$ cat src/hdl/rssa_pkg.sv
// rssa_pkg: shared types, constants and the microcode table of the
// rotated sorted array search unit; no dependencies
package rssa_pkg;

   localparam int DATA_W = 32;   // element and key width
   localparam int POS_W  = 10;   // position field width
   localparam int CNT_W  = 11;   // used_count register width
   localparam int IDX_W  = 10;   // found_index field width
   localparam int UPC_W  = 4;    // microprogram counter width

   localparam logic OP_WRITE  = 1'b0;
   localparam logic OP_SEARCH = 1'b1;

   typedef logic [UPC_W-1:0] upc_type;

   // microprogram step addresses
   localparam upc_type UPC_PV0  = 4'd0;
   localparam upc_type UPC_PV1  = 4'd1;
   localparam upc_type UPC_PV2  = 4'd2;
   localparam upc_type UPC_PV3  = 4'd3;
   localparam upc_type UPC_PV4  = 4'd4;
   localparam upc_type UPC_PV5  = 4'd5;
   localparam upc_type UPC_HP0  = 4'd6;
   localparam upc_type UPC_HP1  = 4'd7;
   localparam upc_type UPC_HP2  = 4'd8;
   localparam upc_type UPC_BIN0 = 4'd9;
   localparam upc_type UPC_BIN1 = 4'd10;
   localparam upc_type UPC_BIN2 = 4'd11;
   localparam upc_type UPC_DONE = 4'd12;

   typedef enum logic [2:0] {
      ADDR_NONE,
      ADDR_MID_CALC,
      ADDR_MID_P1,
      ADDR_MID_M1,
      ADDR_LO,
      ADDR_PIV,
      ADDR_ZERO
   } addr_sel_type;

   typedef enum logic [2:0] {
      COND_NEVER,
      COND_HI_LT_LO,
      COND_HI_EQ_LO,
      COND_SUCC_DROP,
      COND_PRED_RISE,
      COND_FIRST_GE_MID,
      COND_KEY_EQ,
      COND_KEY_LE_OR_GT
   } cond_type;

   typedef enum logic [3:0] {
      ACT_NONE,
      ACT_SET_MID,
      ACT_LATCH_EM,
      ACT_PIV_MID,
      ACT_PIV_MID_M1,
      ACT_PIV_LO,
      ACT_HI_MID_M1,
      ACT_LO_MID_P1,
      ACT_RANGE_FULL,
      ACT_RANGE_LEFT,
      ACT_RANGE_RIGHT,
      ACT_FOUND_PIV,
      ACT_FOUND_MID,
      ACT_MISS
   } act_type;

   // condition select for the two element compares that reuse one code
   typedef enum logic {
      CMP_FIRST_LE_KEY,
      CMP_KEY_GT
   } cmp_sel_type;

   typedef enum logic {
      SEQ_IDLE,
      SEQ_RUN
   } seq_state_type;

   typedef struct packed {
      addr_sel_type addr_sel;
      cond_type     cond;
      cmp_sel_type  cmp_sel;
      act_type      act_t;
      upc_type      tgt_t;
      act_type      act_f;
      upc_type      tgt_f;
      logic         last;
   } ucode_word_type;

   typedef struct packed {
      logic         start;
      logic         step_en;
      logic         busy;
      logic         finish;
      addr_sel_type addr_sel;
      cond_type     cond;
      cmp_sel_type  cmp_sel;
      act_type      act_t;
      act_type      act_f;
   } seq_ctrl_type;

   // microprogram: pivot bisection, pivot check, binary search, result
   function automatic ucode_word_type ucode_rom(input upc_type addr);
      ucode_word_type w;
      case (addr)
         UPC_PV0:  w = '{ADDR_NONE, COND_HI_LT_LO, CMP_KEY_GT,
                         ACT_RANGE_FULL, UPC_BIN0, ACT_NONE, UPC_PV1, 1'b0};
         UPC_PV1:  w = '{ADDR_MID_CALC, COND_HI_EQ_LO, CMP_KEY_GT,
                         ACT_PIV_LO, UPC_HP0, ACT_SET_MID, UPC_PV2, 1'b0};
         UPC_PV2:  w = '{ADDR_MID_P1, COND_NEVER, CMP_KEY_GT,
                         ACT_NONE, UPC_PV3, ACT_LATCH_EM, UPC_PV3, 1'b0};
         UPC_PV3:  w = '{ADDR_MID_M1, COND_SUCC_DROP, CMP_KEY_GT,
                         ACT_PIV_MID, UPC_HP0, ACT_NONE, UPC_PV4, 1'b0};
         UPC_PV4:  w = '{ADDR_LO, COND_PRED_RISE, CMP_KEY_GT,
                         ACT_PIV_MID_M1, UPC_HP0, ACT_NONE, UPC_PV5, 1'b0};
         UPC_PV5:  w = '{ADDR_NONE, COND_FIRST_GE_MID, CMP_KEY_GT,
                         ACT_HI_MID_M1, UPC_PV0, ACT_LO_MID_P1, UPC_PV0, 1'b0};
         UPC_HP0:  w = '{ADDR_PIV, COND_NEVER, CMP_KEY_GT,
                         ACT_NONE, UPC_HP1, ACT_NONE, UPC_HP1, 1'b0};
         UPC_HP1:  w = '{ADDR_ZERO, COND_KEY_EQ, CMP_KEY_GT,
                         ACT_FOUND_PIV, UPC_DONE, ACT_NONE, UPC_HP2, 1'b0};
         UPC_HP2:  w = '{ADDR_NONE, COND_KEY_LE_OR_GT, CMP_FIRST_LE_KEY,
                         ACT_RANGE_LEFT, UPC_BIN0, ACT_RANGE_RIGHT, UPC_BIN0, 1'b0};
         UPC_BIN0: w = '{ADDR_MID_CALC, COND_HI_LT_LO, CMP_KEY_GT,
                         ACT_MISS, UPC_DONE, ACT_SET_MID, UPC_BIN1, 1'b0};
         UPC_BIN1: w = '{ADDR_NONE, COND_KEY_EQ, CMP_KEY_GT,
                         ACT_FOUND_MID, UPC_DONE, ACT_NONE, UPC_BIN2, 1'b0};
         UPC_BIN2: w = '{ADDR_NONE, COND_KEY_LE_OR_GT, CMP_KEY_GT,
                         ACT_LO_MID_P1, UPC_BIN0, ACT_HI_MID_M1, UPC_BIN0, 1'b0};
         UPC_DONE: w = '{ADDR_NONE, COND_NEVER, CMP_KEY_GT,
                         ACT_NONE, UPC_DONE, ACT_NONE, UPC_DONE, 1'b1};
         default:  w = '{ADDR_NONE, COND_NEVER, CMP_KEY_GT,
                         ACT_MISS, UPC_DONE, ACT_MISS, UPC_DONE, 1'b0};
      endcase
      return w;
   endfunction

endpackage

$ cat src/hdl/rssa_useq.sv
// rssa_useq: microprogram counter, control store and run/idle control
// depends on rssa_pkg
module rssa_useq
   import rssa_pkg::*;
(
   input  logic         clock,
   input  logic         reset,
   input  logic         search_go,
   input  logic         cond_true,
   input  logic         rsp_free,
   output seq_ctrl_type ctrl
);

   seq_state_type  state_ff, state_in;
   upc_type        upc_ff, upc_in;
   ucode_word_type word;

   assign word = ucode_rom(upc_ff);

   // next state
   always_comb begin
      state_in = state_ff;
      case (state_ff)
         SEQ_IDLE: begin
            if (search_go) begin
               state_in = SEQ_RUN;
            end
         end
         SEQ_RUN: begin
            if (word.last && rsp_free) begin
               state_in = SEQ_IDLE;
            end
         end
         default: state_in = SEQ_IDLE;
      endcase
   end

   // step counter
   always_comb begin
      upc_in = upc_ff;
      case (state_ff)
         SEQ_IDLE: begin
            if (search_go) begin
               upc_in = UPC_PV0;
            end
         end
         SEQ_RUN: begin
            if (!word.last) begin
               upc_in = cond_true ? word.tgt_t : word.tgt_f;
            end
         end
         default: upc_in = UPC_PV0;
      endcase
   end

   // outputs
   always_comb begin
      ctrl          = '0;
      ctrl.addr_sel = word.addr_sel;
      ctrl.cond     = word.cond;
      ctrl.cmp_sel  = word.cmp_sel;
      ctrl.act_t    = word.act_t;
      ctrl.act_f    = word.act_f;
      case (state_ff)
         SEQ_IDLE: begin
            ctrl.start = search_go;
         end
         SEQ_RUN: begin
            ctrl.busy    = 1'b1;
            ctrl.step_en = !word.last;
            ctrl.finish  = word.last && rsp_free;
         end
         default: ctrl = '0;
      endcase
   end

   always_ff @(posedge clock) begin
      if (reset) begin
         state_ff <= SEQ_IDLE;
         upc_ff   <= UPC_PV0;
      end else begin
         state_ff <= state_in;
         upc_ff   <= upc_in;
      end
   end

endmodule

$ cat config.mk
export PLATFORM = sky130hd
export DESIGN_NAME = rssa_useq
export DESIGN_NICKNAME = d
export VERILOG_FILES = /design/src/hdl/rssa_pkg.sv /design/src/hdl/rssa_useq.sv
export SDC_FILE = /design/constraint.sdc
export NUM_CORES = 1
export LEC_CHECK = 0
export BUFFER_PORTS_ARGS = -buffer_cell sky130_fd_sc_hd__buf_4
export CORE_MARGIN = 2
export CORE_UTILIZATION = 50
export CTS_CLUSTER_SIZE = 12
export DETAILED_ROUTE_END_ITERATION = 10
export PLACE_DENSITY = 0.72
export SYNTH_ARGS = -nofsm -noshare
export SYNTH_HDL_FRONTEND = slang
export SYNTH_SLANG_ARGS = --single-unit
export TNS_END_PERCENT = 10
$ cat constraint.sdc
create_clock -name clock -period 2.69 [get_ports clock]
set_input_delay 0.269 -clock clock [delete_from_list [all_inputs] [get_ports clock]]
set_output_delay 0.269 -clock clock [all_outputs]
set_load 0.03 [all_outputs]
# Yosys cells after proc, flatten, opt, wreduce, memory -nomap -nowiden
# Memories as Yosys holds them, arrays and structs flattened. A register that Yosys moved wholly into a read port is not among the register bits.
# Cells that the tools add are included.
# totals
reg_bits,5
mem_bits_ro,384
output_inout_bits,19
word_cells,20
mem_count,1
# op_classes
n_eq_ne,2
n_mux,11
bitwise_logic,1
reduce_logical,3
# memory_table
name,depth,width,read_ports,rd_clocked_by_memory_dff,write_ports,line_no,rtl
(no name shown),16,24,1,1,0,rssa_pkg.sv:106,case (addr)
# ops
operator,count
4-bit two-way mux,5
4-bit one-hot mux with 2 select lines,1
"2-bit inequality test, second input constant",2
1-bit two-way mux,3
3-bit two-way mux,1
1-bit one-hot mux with 2 select lines,1
2-bit AND reduction,1
1-bit logical AND,1
1-bit zero test,1
1-bit NOT,1

# Longest topological paths before layout
# depth
word_depth,5
depth_mapped,8
depth_no_buf,8

# Worst setup path after synthesis
# OpenSTA, ideal clock, no wires.
# synth_timing
kind,flip-flop to flip-flop
start,register state_ff
end,register word[9] (netlist name)
t_arrival_ns,2.167
required_time_ns,2.618
slack_ns,0.451
stages_incl_launch_ff,8
n_path_buf,0
period_less_slack_ns,2.239
path_cell_list,dfxtp_1 -> or2b_4 -> inv_2 -> o32ai_1 -> inv_2 -> ha_1 -> mux2_4 -> mux2i_1
# synth_via
elab_chain_len,5
elab_cells_between_ends,7
# synth_rtl
item,line_no,rtl
start: declaration,rssa_useq.sv:14,"seq_state_type state_ff, state_in;"
start signal: assignment,rssa_useq.sv:82,state_ff <= state_in;
1-bit NOT,n/a,
2-bit inequality test (no line),n/a,
2-bit AND reduction (no line),n/a,
4-bit two-way mux (no line) (*) (2 in series),n/a,
# Every way passes the cells marked *; elsewhere a longest branch is shown, timed or not.
# A chain may end at the register's enable or synchronous reset.

# Worst setup path in the final report
# layout_timing
start,register state_ff
end,register word[11] (netlist name)
# layout_via
elab_chain_len,5
elab_cells_between_ends,7
# layout_rtl
item
1-bit NOT
2-bit inequality test (no line)
2-bit AND reduction (no line)
4-bit two-way mux (no line) (*) (2 in series)
# Marks and branches as above.

==> flow_summary.ini <==
[run_status]
outcome = finished, final reports clean

[floorplanning]
ios = 24
core_mm2 = 0.00276
dieArea_mm2 = 0.00333
fp.dieW_um = 57.7
fp.dieH_um = 57.7
rows = 19
start_util = 0.523

[routing]
wl_per_cell_um = 15.3
drcViolationCount = 0
ant_nets = 0
first_pass_iters = 4
wl_um = 2930
num_vias = 1094
drt_iter0_drc = 30
viasPerCell = 5.73

[place]
numPortBuffers = 23
gp_congestion = 0.889
dp_hpwl_um = 2110
dpl.cell_count = 183

[final_layout]
seqCellArea_um2 = 581
layout.cells.non_filler = 191
fillCellCount = 244
num-nets-final = 172
area_growth_pct = 7.29
final_core_util = 0.561
n_antenna_cell = 0
final_layout_size_suffix_gt1_frac = 0.250
multiInputGateArea_um2 = 658

[timing]
rsz0062_at_grt = false
max_slew_margin = 0.678
timing_worst_slew_pin_value_ps = 483
holdWs_ps = 175
fin_tns_setup_ps = 0
setup_viol = 0
finalHoldViolations = 0
finalCritPeriodShare = 0.804
finClkSkew_ps = 3.55
slew_violations = 0
clock.fmax_mhz = 463
fin_crit_ps = 2160

[pwr]
p_per_area_mw_per_mm2 = 636
peakVddDrop_mv = 0.513
power.leakage_uw = 0.000700

[grt]
antenna_found_initial = 0
grt_pass1_wl_um = 4910
grt_overflow = 0
grt_usage = 0.198
grt_max_degree = 16
first_global_vias = 1047

[min_path]
hp-class = input pin to flop

[yosys]
ys_seq_elements = 29
ys_top_cells_by_area = dfxtp_1, buf_4, ha_1
synth_common_cells = dfxtp_1, buf_4, o22ai_1, nand2_1
synth_edf_count = 0
synth.avg_cell_area_um2 = 9.68
synth_cells = 149
ys_types = 38
synth_ff_type = dfxtp_1
yosysWarnings = 0
yosysMostFrequentCell = dfxtp_1
synth_top_cell_by_area = dfxtp_1
synth_top_area_share = 0.402
syn-num-nets = 162
synthArstFlopShare = 0
syn_area_mm2 = 0.00144
seq_area_frac_synth = 0.402

[cts]
clock_latency_ps = 320
ctsHoldBuffers = 0
cts_setup_buffers = 0
cts_resized = 0
clockBufferDepth = 2
tritoncts.num_buffers = 5
cts_tree = yes
cts.clk_slew.worst_paths_ps = 80
cts-root-buf = clkbuf_4
clock-sinks = 29
h-tree-depth = 2

[worst_setup_path]
cp.required_ps = 2900
worstSetupEndpointType = flop
crit_type = flop to flop
startpoint_type = flop
critical_path.max_fanout = 11
worstPathArrival_ps = 2370

[flow_run]
maxCapViolCount = 0
placed cells by master, fill, tap and decap left out, types with 6 or more instances in the layout:
| cell type | instances |
|---|---|
| mux2i_1 | 7 |
| inv_1 | 6 |
| ha_1 | 8 |
| o22ai_1 | 11 |
| dfxtp_1 | 29 |
| buf_4 | 24 |
| nand3_1 | 8 |
| nand2b_1 | 6 |
| nand2_1 | 9 |
where the power goes:
group	switching (uW)	total [uW]	internal, uW
logic	154	251	97.3
registers	14.3	488	474
clock network	140	244	104
total	308	984	675
registers in the layout (all words and copies together) (netlist names):
register	flops
upc_ff	4
state_ff	1
word	24
final timing paths:
check        depth (start not counted)  slack (ps)              startpoint                      to
max                                  7         530     state_ff$_SDFF_PP0_        word[11]$_DFF_P_
min                                  2         180                   reset     state_ff$_SDFF_PP0_
max reg2reg                          7         530     state_ff$_SDFF_PP0_        word[11]$_DFF_P_
min reg2reg                          2         510  upc_ff[1]$_SDFFE_PP0N_  upc_ff[1]$_SDFFE_PP0N_
worst max-delay path: stages, from the launching register on:
cell	delay (ps)
dfxtp_1	430
nor3b_1	290
a32o_1	460
inv_1	180
ha_1	350
inv_1	100
and4_1	170
o22ai_1	80
layout make-up:
type,count,share of cell area
inverters,11,0.0267
repair buffers,24,0.116
well taps,31,0.0251
flip-flops and latches,29,0.375
clock buffers,8,0.0315
multi-input cells,88,0.425
logic make-up (layout without fill, tap and decap cells):
group	Yosys count	count (layout)	synth area share
simple gates	39	39	0.156
buf+inv	32	43	0.141
compound gates	31	31	0.156
flops	29	29	0.402
mux	10	10	0.0746
fa+ha+maj	8	8	0.0694
metal layers:
layer / vias to the layer above / wire, um / track usage
li1: 539 / - / -
met1: 518 / 1330 / 0.254
met2: 33 / 1390 / 0.302
met3: 4 / 170 / 0.0737
met4: 0 / 31 / 0.0764
met5: - / 0 / 0
through the flow:
step                setup slack [ps]  total power (uW)  cell area (um^2)
global placement                 680               743              1500
global route                     286              1030              1550
detailed placement               555               748              1500
CTS                              539               987              1550
finish                           528               984              1550
floorplan                        451               707              1440
Power figures use the tool's default switching activity.
