`src/hdl/rssa_pkg.sv`:
```
// rssa_pkg: shared types, constants and the microcode table of the
// rotated sorted array search unit; no dependencies
package rssa_pkg;

   localparam int DATA_W = 32;   // element and key width
   localparam int POS_W  = 10;   // position field width
   localparam int CNT_W  = 11;   // used_count register width
   localparam int IDX_W  = 10;   // found_index field width
   localparam int UPC_W  = 4;    // microprogram counter width

   localparam logic OP_WRITE  = 1'b0;
   localparam logic OP_SEARCH = 1'b1;

   typedef logic [UPC_W-1:0] upc_type;

   // microprogram step addresses
   localparam upc_type UPC_PV0  = 4'd0;
   localparam upc_type UPC_PV1  = 4'd1;
   localparam upc_type UPC_PV2  = 4'd2;
   localparam upc_type UPC_PV3  = 4'd3;
   localparam upc_type UPC_PV4  = 4'd4;
   localparam upc_type UPC_PV5  = 4'd5;
   localparam upc_type UPC_HP0  = 4'd6;
   localparam upc_type UPC_HP1  = 4'd7;
   localparam upc_type UPC_HP2  = 4'd8;
   localparam upc_type UPC_BIN0 = 4'd9;
   localparam upc_type UPC_BIN1 = 4'd10;
   localparam upc_type UPC_BIN2 = 4'd11;
   localparam upc_type UPC_DONE = 4'd12;

   typedef enum logic [2:0] {
      ADDR_NONE,
      ADDR_MID_CALC,
      ADDR_MID_P1,
      ADDR_MID_M1,
      ADDR_LO,
      ADDR_PIV,
      ADDR_ZERO
   } addr_sel_type;

   typedef enum logic [2:0] {
      COND_NEVER,
      COND_HI_LT_LO,
      COND_HI_EQ_LO,
      COND_SUCC_DROP,
      COND_PRED_RISE,
      COND_FIRST_GE_MID,
      COND_KEY_EQ,
      COND_KEY_LE_OR_GT
   } cond_type;

   typedef enum logic [3:0] {
      ACT_NONE,
      ACT_SET_MID,
      ACT_LATCH_EM,
      ACT_PIV_MID,
      ACT_PIV_MID_M1,
      ACT_PIV_LO,
      ACT_HI_MID_M1,
      ACT_LO_MID_P1,
      ACT_RANGE_FULL,
      ACT_RANGE_LEFT,
      ACT_RANGE_RIGHT,
      ACT_FOUND_PIV,
      ACT_FOUND_MID,
      ACT_MISS
   } act_type;

   // condition select for the two element compares that reuse one code
   typedef enum logic {
      CMP_FIRST_LE_KEY,
      CMP_KEY_GT
   } cmp_sel_type;

   typedef enum logic {
      SEQ_IDLE,
      SEQ_RUN
   } seq_state_type;

   typedef struct packed {
      addr_sel_type addr_sel;
      cond_type     cond;
      cmp_sel_type  cmp_sel;
      act_type      act_t;
      upc_type      tgt_t;
      act_type      act_f;
      upc_type      tgt_f;
      logic         last;
   } ucode_word_type;

   typedef struct packed {
      logic         start;
      logic         step_en;
      logic         busy;
      logic         finish;
      addr_sel_type addr_sel;
      cond_type     cond;
      cmp_sel_type  cmp_sel;
      act_type      act_t;
      act_type      act_f;
   } seq_ctrl_type;

   // microprogram: pivot bisection, pivot check, binary search, result
   function automatic ucode_word_type ucode_rom(input upc_type addr);
      ucode_word_type w;
      case (addr)
         UPC_PV0:  w = '{ADDR_NONE, COND_HI_LT_LO, CMP_KEY_GT,
                         ACT_RANGE_FULL, UPC_BIN0, ACT_NONE, UPC_PV1, 1'b0};
         UPC_PV1:  w = '{ADDR_MID_CALC, COND_HI_EQ_LO, CMP_KEY_GT,
                         ACT_PIV_LO, UPC_HP0, ACT_SET_MID, UPC_PV2, 1'b0};
         UPC_PV2:  w = '{ADDR_MID_P1, COND_NEVER, CMP_KEY_GT,
                         ACT_NONE, UPC_PV3, ACT_LATCH_EM, UPC_PV3, 1'b0};
         UPC_PV3:  w = '{ADDR_MID_M1, COND_SUCC_DROP, CMP_KEY_GT,
                         ACT_PIV_MID, UPC_HP0, ACT_NONE, UPC_PV4, 1'b0};
         UPC_PV4:  w = '{ADDR_LO, COND_PRED_RISE, CMP_KEY_GT,
                         ACT_PIV_MID_M1, UPC_HP0, ACT_NONE, UPC_PV5, 1'b0};
         UPC_PV5:  w = '{ADDR_NONE, COND_FIRST_GE_MID, CMP_KEY_GT,
                         ACT_HI_MID_M1, UPC_PV0, ACT_LO_MID_P1, UPC_PV0, 1'b0};
         UPC_HP0:  w = '{ADDR_PIV, COND_NEVER, CMP_KEY_GT,
                         ACT_NONE, UPC_HP1, ACT_NONE, UPC_HP1, 1'b0};
         UPC_HP1:  w = '{ADDR_ZERO, COND_KEY_EQ, CMP_KEY_GT,
                         ACT_FOUND_PIV, UPC_DONE, ACT_NONE, UPC_HP2, 1'b0};
         UPC_HP2:  w = '{ADDR_NONE, COND_KEY_LE_OR_GT, CMP_FIRST_LE_KEY,
                         ACT_RANGE_LEFT, UPC_BIN0, ACT_RANGE_RIGHT, UPC_BIN0, 1'b0};
         UPC_BIN0: w = '{ADDR_MID_CALC, COND_HI_LT_LO, CMP_KEY_GT,
                         ACT_MISS, UPC_DONE, ACT_SET_MID, UPC_BIN1, 1'b0};
         UPC_BIN1: w = '{ADDR_NONE, COND_KEY_EQ, CMP_KEY_GT,
                         ACT_FOUND_MID, UPC_DONE, ACT_NONE, UPC_BIN2, 1'b0};
         UPC_BIN2: w = '{ADDR_NONE, COND_KEY_LE_OR_GT, CMP_KEY_GT,
                         ACT_LO_MID_P1, UPC_BIN0, ACT_HI_MID_M1, UPC_BIN0, 1'b0};
         UPC_DONE: w = '{ADDR_NONE, COND_NEVER, CMP_KEY_GT,
                         ACT_NONE, UPC_DONE, ACT_NONE, UPC_DONE, 1'b1};
         default:  w = '{ADDR_NONE, COND_NEVER, CMP_KEY_GT,
                         ACT_MISS, UPC_DONE, ACT_MISS, UPC_DONE, 1'b0};
      endcase
      return w;
   endfunction

endpackage

```
`src/hdl/rssa_dpath.sv`:
```
// rssa_dpath: search datapath with bounds, pivot, key and result registers
// driven by the control word; depends on rssa_pkg
module rssa_dpath
   import rssa_pkg::*;
#(
   parameter int DEPTH = 1024,
   localparam int AW = $clog2(DEPTH)
) (
   input  logic              clock,
   input  seq_ctrl_type      ctrl,
   input  logic [CNT_W-1:0]  used_count,
   input  logic [DATA_W-1:0] key,
   input  logic [DATA_W-1:0] rd_data,
   output logic              cond_true,
   output logic              rd_en,
   output logic [AW-1:0]     rd_addr,
   output logic              res_found,
   output logic [IDX_W-1:0]  res_index
);

   localparam int SW = AW + 2;
   localparam logic signed [SW-1:0] ONE_S = SW'(1);

   logic signed [SW-1:0]     lo_ff, lo_in, hi_ff, hi_in, mid_ff, mid_in;
   logic signed [SW-1:0]     piv_ff, piv_in, idx_ff, idx_in;
   logic signed [DATA_W-1:0] em_ff, em_in, key_ff, key_in;
   logic                     hit_ff, hit_in;

   logic [31:0]              count_clip;
   logic signed [SW-1:0]     n_cnt, n_last;
   logic signed [SW:0]       mid_sum;
   logic signed [SW-1:0]     mid_calc, mid_p1, mid_m1, piv_p1, piv_m1;
   logic signed [DATA_W-1:0] rdata_s;
   act_type                  act;

   // element count limited to the store depth
   assign count_clip = (32'(used_count) > 32'(DEPTH)) ? 32'(DEPTH) : 32'(used_count);
   assign n_cnt      = SW'(count_clip);
   assign n_last     = n_cnt - ONE_S;

   assign mid_sum  = {lo_ff[SW-1], lo_ff} + {hi_ff[SW-1], hi_ff};
   assign mid_calc = mid_sum[SW:1];
   assign mid_p1   = mid_ff + ONE_S;
   assign mid_m1   = mid_ff - ONE_S;
   assign piv_p1   = piv_ff + ONE_S;
   assign piv_m1   = piv_ff - ONE_S;
   assign rdata_s  = $signed(rd_data);

   always_comb begin
      case (ctrl.cond)
         COND_NEVER:        cond_true = 1'b0;
         COND_HI_LT_LO:     cond_true = hi_ff < lo_ff;
         COND_HI_EQ_LO:     cond_true = hi_ff == lo_ff;
         COND_SUCC_DROP:    cond_true = (mid_ff < hi_ff) && (em_ff > rdata_s);
         COND_PRED_RISE:    cond_true = (mid_ff > lo_ff) && (em_ff < rdata_s);
         COND_FIRST_GE_MID: cond_true = rdata_s >= em_ff;
         COND_KEY_EQ:       cond_true = rdata_s == key_ff;
         COND_KEY_LE_OR_GT: begin
            if (ctrl.cmp_sel == CMP_FIRST_LE_KEY) begin
               cond_true = rdata_s <= key_ff;
            end else begin
               cond_true = key_ff > rdata_s;
            end
         end
         default:           cond_true = 1'b0;
      endcase
   end

   // read port address
   always_comb begin
      rd_en = ctrl.step_en && (ctrl.addr_sel != ADDR_NONE);
      case (ctrl.addr_sel)
         ADDR_MID_CALC: rd_addr = mid_calc[AW-1:0];
         ADDR_MID_P1:   rd_addr = mid_p1[AW-1:0];
         ADDR_MID_M1:   rd_addr = mid_m1[AW-1:0];
         ADDR_LO:       rd_addr = lo_ff[AW-1:0];
         ADDR_PIV:      rd_addr = piv_ff[AW-1:0];
         ADDR_ZERO:     rd_addr = '0;
         default:       rd_addr = '0;
      endcase
   end

   assign act = cond_true ? ctrl.act_t : ctrl.act_f;

   always_comb begin
      lo_in  = lo_ff;
      hi_in  = hi_ff;
      mid_in = mid_ff;
      piv_in = piv_ff;
      idx_in = idx_ff;
      em_in  = em_ff;
      key_in = key_ff;
      hit_in = hit_ff;
      if (ctrl.start) begin
         key_in = $signed(key);
         lo_in  = '0;
         hi_in  = n_last;
      end else if (ctrl.step_en) begin
         case (act)
            ACT_NONE:        ;
            ACT_SET_MID:     mid_in = mid_calc;
            ACT_LATCH_EM:    em_in = rdata_s;
            ACT_PIV_MID:     piv_in = mid_ff;
            ACT_PIV_MID_M1:  piv_in = mid_m1;
            ACT_PIV_LO:      piv_in = lo_ff;
            ACT_HI_MID_M1:   hi_in = mid_m1;
            ACT_LO_MID_P1:   lo_in = mid_p1;
            ACT_RANGE_FULL: begin
               lo_in = '0;
               hi_in = n_last;
            end
            ACT_RANGE_LEFT: begin
               lo_in = '0;
               hi_in = piv_m1;
            end
            ACT_RANGE_RIGHT: begin
               lo_in = piv_p1;
               hi_in = n_last;
            end
            ACT_FOUND_PIV: begin
               hit_in = 1'b1;
               idx_in = piv_ff;
            end
            ACT_FOUND_MID: begin
               hit_in = 1'b1;
               idx_in = mid_ff;
            end
            ACT_MISS: begin
               hit_in = 1'b0;
               idx_in = '0;
            end
            default:         ;
         endcase
      end
   end

   always_ff @(posedge clock) begin
      lo_ff  <= lo_in;
      hi_ff  <= hi_in;
      mid_ff <= mid_in;
      piv_ff <= piv_in;
      idx_ff <= idx_in;
      em_ff  <= em_in;
      key_ff <= key_in;
      hit_ff <= hit_in;
   end

   assign res_found = hit_ff;
   assign res_index = IDX_W'(idx_ff);

endmodule

```
`config.mk`:
```
export PLATFORM = sky130hd
export DESIGN_NAME = rssa_dpath
export DESIGN_NICKNAME = d
export VERILOG_FILES = /design/src/hdl/rssa_pkg.sv /design/src/hdl/rssa_dpath.sv
export SDC_FILE = /design/constraint.sdc
export NUM_CORES = 1
export LEC_CHECK = 0
export ABC_AREA = 0
export CAP_MARGIN = 20
export CORE_MARGIN = 2
export CORE_UTILIZATION = 55
export DETAILED_ROUTE_END_ITERATION = 12
export DONT_BUFFER_PORTS = 1
export PLACE_DENSITY = 0.81
export SETUP_SLACK_MARGIN = 0.4
export SLEW_MARGIN = 10
export SYNTH_ARGS = -nofsm -noshare
export SYNTH_HDL_FRONTEND = slang
export SYNTH_SLANG_ARGS = --single-unit
```
`constraint.sdc`:
```
create_clock -name clock -period 18.1 [get_ports clock]
set_input_delay 5.43 -clock clock [delete_from_list [all_inputs] [get_ports clock]]
set_output_delay 5.43 -clock clock [all_outputs]
set_load 0.02 [all_outputs]
```
# After elaboration in Yosys (flattened, before gate mapping)
# Cells that the tools add are included.
dict set report totals {
  out_inout_bits 23
  input_bits 95
  ff_bits 123
}
dict set report classes {
  bitwise 1
  n_eq_ne 27
  reduce_logical 21
  n_mux 12
  magnitude_cmp 9
  n_addsub 6
}
# cell n
set ops {}
lappend ops {{case mux 12 bit (3 select lines)} 3}
lappend ops {{> comparator 32 bit} 2}
lappend ops {{case mux 10 bit (5 select lines)} 1}
lappend ops {{== test 32 bit} 1}
lappend ops {{>= comparator 32 bit} 1}
lappend ops {{less-or-equal comparator 32 bit} 1}
lappend ops {{less-than comparator 32 bit} 1}
lappend ops {{case mux 10 bit (3 select lines)} 1}
lappend ops {{adder 12 x 2 -> 12 bit, second input constant} 2}
lappend ops {{== test 4 bit, second input constant} 6}
lappend ops {{less-than comparator 12 bit} 2}
lappend ops {{2-to-1 mux 12 bit} 2}
lappend ops {{subtractor 12 x 2 -> 12 bit, second input constant} 2}
lappend ops {{== test 3 bit, second input constant} 6}
lappend ops {{== test 4 x 3 -> 1 bit, second input constant} 4}
lappend ops {{AND reduction 3 bit} 5}
lappend ops {{adder 12 x 12 -> 13 bit} 1}
lappend ops {{== test 12 bit} 1}
lappend ops {{== test 3 x 2 -> 1 bit, second input constant} 4}
lappend ops {{> comparator 12 bit} 1}
lappend ops {{nonzero test 3 bit} 4}
lappend ops {{subtractor 11 x 1 -> 12 bit, second input constant} 1}
lappend ops {{> comparator 11 bit, second input constant} 1}
lappend ops {{2-to-1 mux 11 bit} 1}
lappend ops {{other kinds (14)} 22}

# Logic depth before layout (Yosys ltp)
dict set report depth {
  word_depth 9
  ltp_mapped 16
  mapped_depth_nobuf 13
}

# Worst setup path after synthesis
# OpenSTA, ideal clock, no wires.
dict set report synth_path {
  path_type {input to output}
  from {input rd_data[21]}
  to {output cond_true}
  setup_slack_ns 5.144
  t_arrival_ns 7.526
  cell_stages 11
  n_path_buf 1
  path_cell_list {inv_1 -> ha_1 -> a21o_1 -> nand3_1 -> a211oi_1 -> or4_1 -> a41oi_1 -> nand3_1 -> nor3_4 -> inv_4 -> buf_6}
}
dict set report synth_via {
  elab_chain_len 3
}
# element line_no
set synth_rtl {}
lappend synth_rtl {{start: declaration} rssa_dpath.sv:13} ;# input logic [DATA_W-1:0] rd_data,
lappend synth_rtl {{less-or-equal comparator 32 bit (tied with other cells)} rssa_dpath.sv:60} ;# cond_true = rdata_s <= key_ff;
lappend synth_rtl {{2-to-1 mux 1 bit (tied with other cells)} rssa_dpath.sv:59} ;# if (ctrl.cmp_sel == CMP_FIRST_LE_KEY) begin
lappend synth_rtl {{case mux 1 bit (8 select lines) *} rssa_dpath.sv:50} ;# case (ctrl.cond)
lappend synth_rtl {{end: declaration} rssa_dpath.sv:14} ;# output logic cond_true,
# Mark *: on every way between the ends. The rest lies on a longest branch, timed or not.

# Worst setup path after layout
dict set report layout_path {
  from {input rd_data[14]}
  to {output cond_true}
}
# The elaborated chain is that of the path after synthesis.

==> impl_metrics.csv <==
group,metric,value,unit
status,status,"complete, no violations",
final_layout,final_cell_mix,"ha_1, inv_1, edfxtp_1",
final_layout,diodes,0,
critical_path,path_class,"in -> out",
clock_tree,cts.clk_slew.worst_paths,0.05,ns
floorplanning,die_h,135,um
critical_path,start_kind,"input pin",
floorplanning,start_util,56.5,%
timing,fin_ws,4.65,ns
clock_tree,tritoncts,"yes",
synthesis,synth_fa_ha_area_share,15.6,%
critical_path,crit_arrival,8.02,ns
drt,ant_nets,0,
floorplanning,num_rows,47,
grt,grt_pass1_vias,7344,
synthesis,synth_nets,1167,
synthesis,syn_area_per_cell,9.85,um2
final_layout,final_nets,1157,
clock_tree,hold_buffers,0,
clock_tree,clockBufferDepth,2,
pwr,p_leak,0.00414,uW
hold_path,min_from,"lo_ff[3]",
drt,avgViaCountPerCell,6.42,
job,maxCapViolations,0,
clock_tree,cts_root_buffer,"clkbuf_16",
timing,fin_crit,13.45,ns
synthesis,synth_enable_flop_cells,111,
clock_tree,cts-resized-gates,0,
drt,wl_met2,11300,um
floorplanning,dieArea,18200,um2
drt,dr.max_layer_used,"met4",
drt,wl_met3,2300,um
synthesis,synthArstFlopShare,0,%
synthesis,synth-seq-cells,123,
timing,finalMaxSlewViolations,0,
timing,setup_tns,0,ns
synthesis,synth_top_area_cell,"edfxtp_1",
synthesis,synthDominantCellAreaShare,35.4,%
drt,firstDrtPassIters,5,
synthesis,synth.area.mux_share,4.26,%
floorplanning,core_area,16600,um2
grt,grt_overflow_total,0,
floorplanning,pin_count,118,
place,port_buffers,0,
critical_path,r2r_cells,13,
critical_path,cp_slowest_cell,"nor4_1",
timing,grt_setup_unrepaired,"no",
timing,tightest_slew,0.833,ns
critical_path,r2r_setup_slack,13.43,ns
timing,hold_viol_final,0,
pwr,vdd_drop_max,68.4,uV
hold_path,holdPathStages,1,
grt,antenna_found_initial,0,
critical_path,end_kind,"output port",
critical_path,required,12.67,ns
drt,route.detailed.drc,0,
drt,via_count,7568,
critical_path,worstPathCellList,"inv_1 > ha_1 > nand4_1 > nor4_1 > nand2_1 > a41oi_1 > nand3_1 > nor3_4 > inv_4",
clock_tree,postCtsSetupRepairBufs,0,
critical_path,rr_endpoint,"hi_ff[1]",
final_layout,drive_gt1_share,6.89,%
synthesis,synth-simple-area-share,15.8,%
grt,grt_max_degree,50,
synthesis,synth_seq_area_share,38.0,%
final_layout,fin_util,61.5,%
critical_path,crit_fanout,16,
place,postPlaceCellArea,9560,um2
final_layout,design_area,10200,um2
place,gp_congestion,0.974,
final_layout,fillCellCount,1340,
floorplanning,die-width,135,um
synthesis,synth-main-ff-cell,"edfxtp_1",
grt,grt_pass1_wl,38100,um
clock_tree,clkSinkCount,123,
place,dp_hpwl,18500,um
final_layout,area_growth,8.83,%
timing,whs,0.553,ns
synthesis,synth-compound-area-share,15.0,%
timing,fmax,0.0744,GHz
timing,period_share,74.3,%
synthesis,synth_top_family_by_area,"simple AND/OR/NAND/NOR gates",
critical_path,slowest_delay,0.78,ns
synthesis,yosys_warnings,0,
pwr,powerDensity,81.2,nW/um2
place,place_ws,4.69,ns
synthesis,synthTopCellsByArea,"edfxtp_1, ha_1, inv_1",
hold_path,hold_end,"lo_ff[3]",
hold_path,hp-class,"reg -> reg",
drt,wl_per_cell,20.6,um
synthesis,ys_types,72,
drt,drt_iter0_markers,756,
synthesis,syn_area,9410,um2
clock_tree,cts_buffers,17,
timing,slew_headroom,44.0,%
timing,fin_skew,0.00960,ns
drt,m1WireLength,9710,um
critical_path,r2r-start,"lo_ff[9]",
synthesis,postSynthCellCount,955,
final_layout,final_common_cell,"ha_1",
grt,grt_usage,27.2,%
drt,routed_wl,24200,um
timing,finalSetupViolations,0,
synthesis,synth_xor_area_share,4.93,%
clock_tree,cts_max_level,4,
clock_tree,clk_latency,0.43,ns
==> worst max path at each step <==
stage | to | start | slack (ns)
after floorplan | cond_true | rd_data[21] | 5.14
final | cond_true | rd_data[14] | 4.65
after global placement | cond_true | rd_data[11] | 4.81
after CTS | cond_true | rd_data[14] | 4.66
after global routing | cond_true | rd_data[14] | 4.53
after detailed placement | cond_true | rd_data[11] | 4.69
==> through the flow <==
stage	total power, uW	std cells
6_report	831	1178
5_1_grt	858	1178
3_3_place_gp	458	1143
2_1_floorplan	435	955
4_1_cts	831	1175
3_5_place_dp	462	1143
==> flip-flops by register name, indices dropped and copies added, names as in the netlist <==
signal     count
mid_ff        12
lo_ff         12
em_ff         32
key_ff        32
idx_ff        10
hi_ff         12
piv_ff        12
res_found      1
==> kinds of logic (layout without fill, tap and decap cells) <==
logic type / Yosys count / after routing
DFF: 123 / 123
adders and majority gates: 117 / 117
muxes: 36 / 36
and+or+nand+nor: 273 / 273
buffers and inverters: 151 / 154
xor gates and xnor gates: 53 / 53
AOI/OAI and AO/OA: 202 / 202
==> Yosys cell counts, types with 12 or more instances <==
master and count:
a21oi_1 51, and3_1 13, clkbuf_1 24, dfxtp_1 12, edfxtp_1 111, ha_1 116, inv_1 115, mux2_2 12
mux2i_1 20, nand2_1 56, nand2b_1 19, nand3_1 20, nand4_1 23, nor2_1 37, nor2b_1 14, nor3_1 29
o211ai_1 14, o21ai_0 13, o221ai_1 16, o22ai_1 18, xnor2_1 25, xor2_1 28
==> worst max-delay path: cells and delay by family <==
kind | cells | cell delay, ns
adders and majority gates | 1 | 0.30
and+or+nand+nor | 5 | 1.76
buffers and inverters | 2 | 0.24
AOI/OAI and AO/OA | 1 | 0.27
==> per-layer routing <==
metal | up-vias | track usage [%]
met5 | - | 0
met4 | 0 | 12.9
met3 | 67 | 5.86
met2 | 410 | 43.7
met1 | 3547 | 35.2
li1 | 3544 | -
==> cell type report <==
type / instances / area (um2) / area share, %
Multi-Input combinational cell: 681 / 5250 / 51.3
Sequential cell: 123 / 3570 / 34.9
Inverter: 116 / 438 / 4.28
Clock buffer: 18 / 429 / 4.19
Tap cell: 220 / 275 / 2.69
Clock inverter: 14 / 206 / 2.02
Timing Repair Buffer: 6 / 65.1 / 0.636
==> where the power goes <==
group | total, uW | internal [uW] | switching [uW]
Combinational | 123 | 50.6 | 72.8
Clock | 371 | 233 | 138
Sequential | 337 | 326 | 11.1
Power figures use the tool's default switching activity.
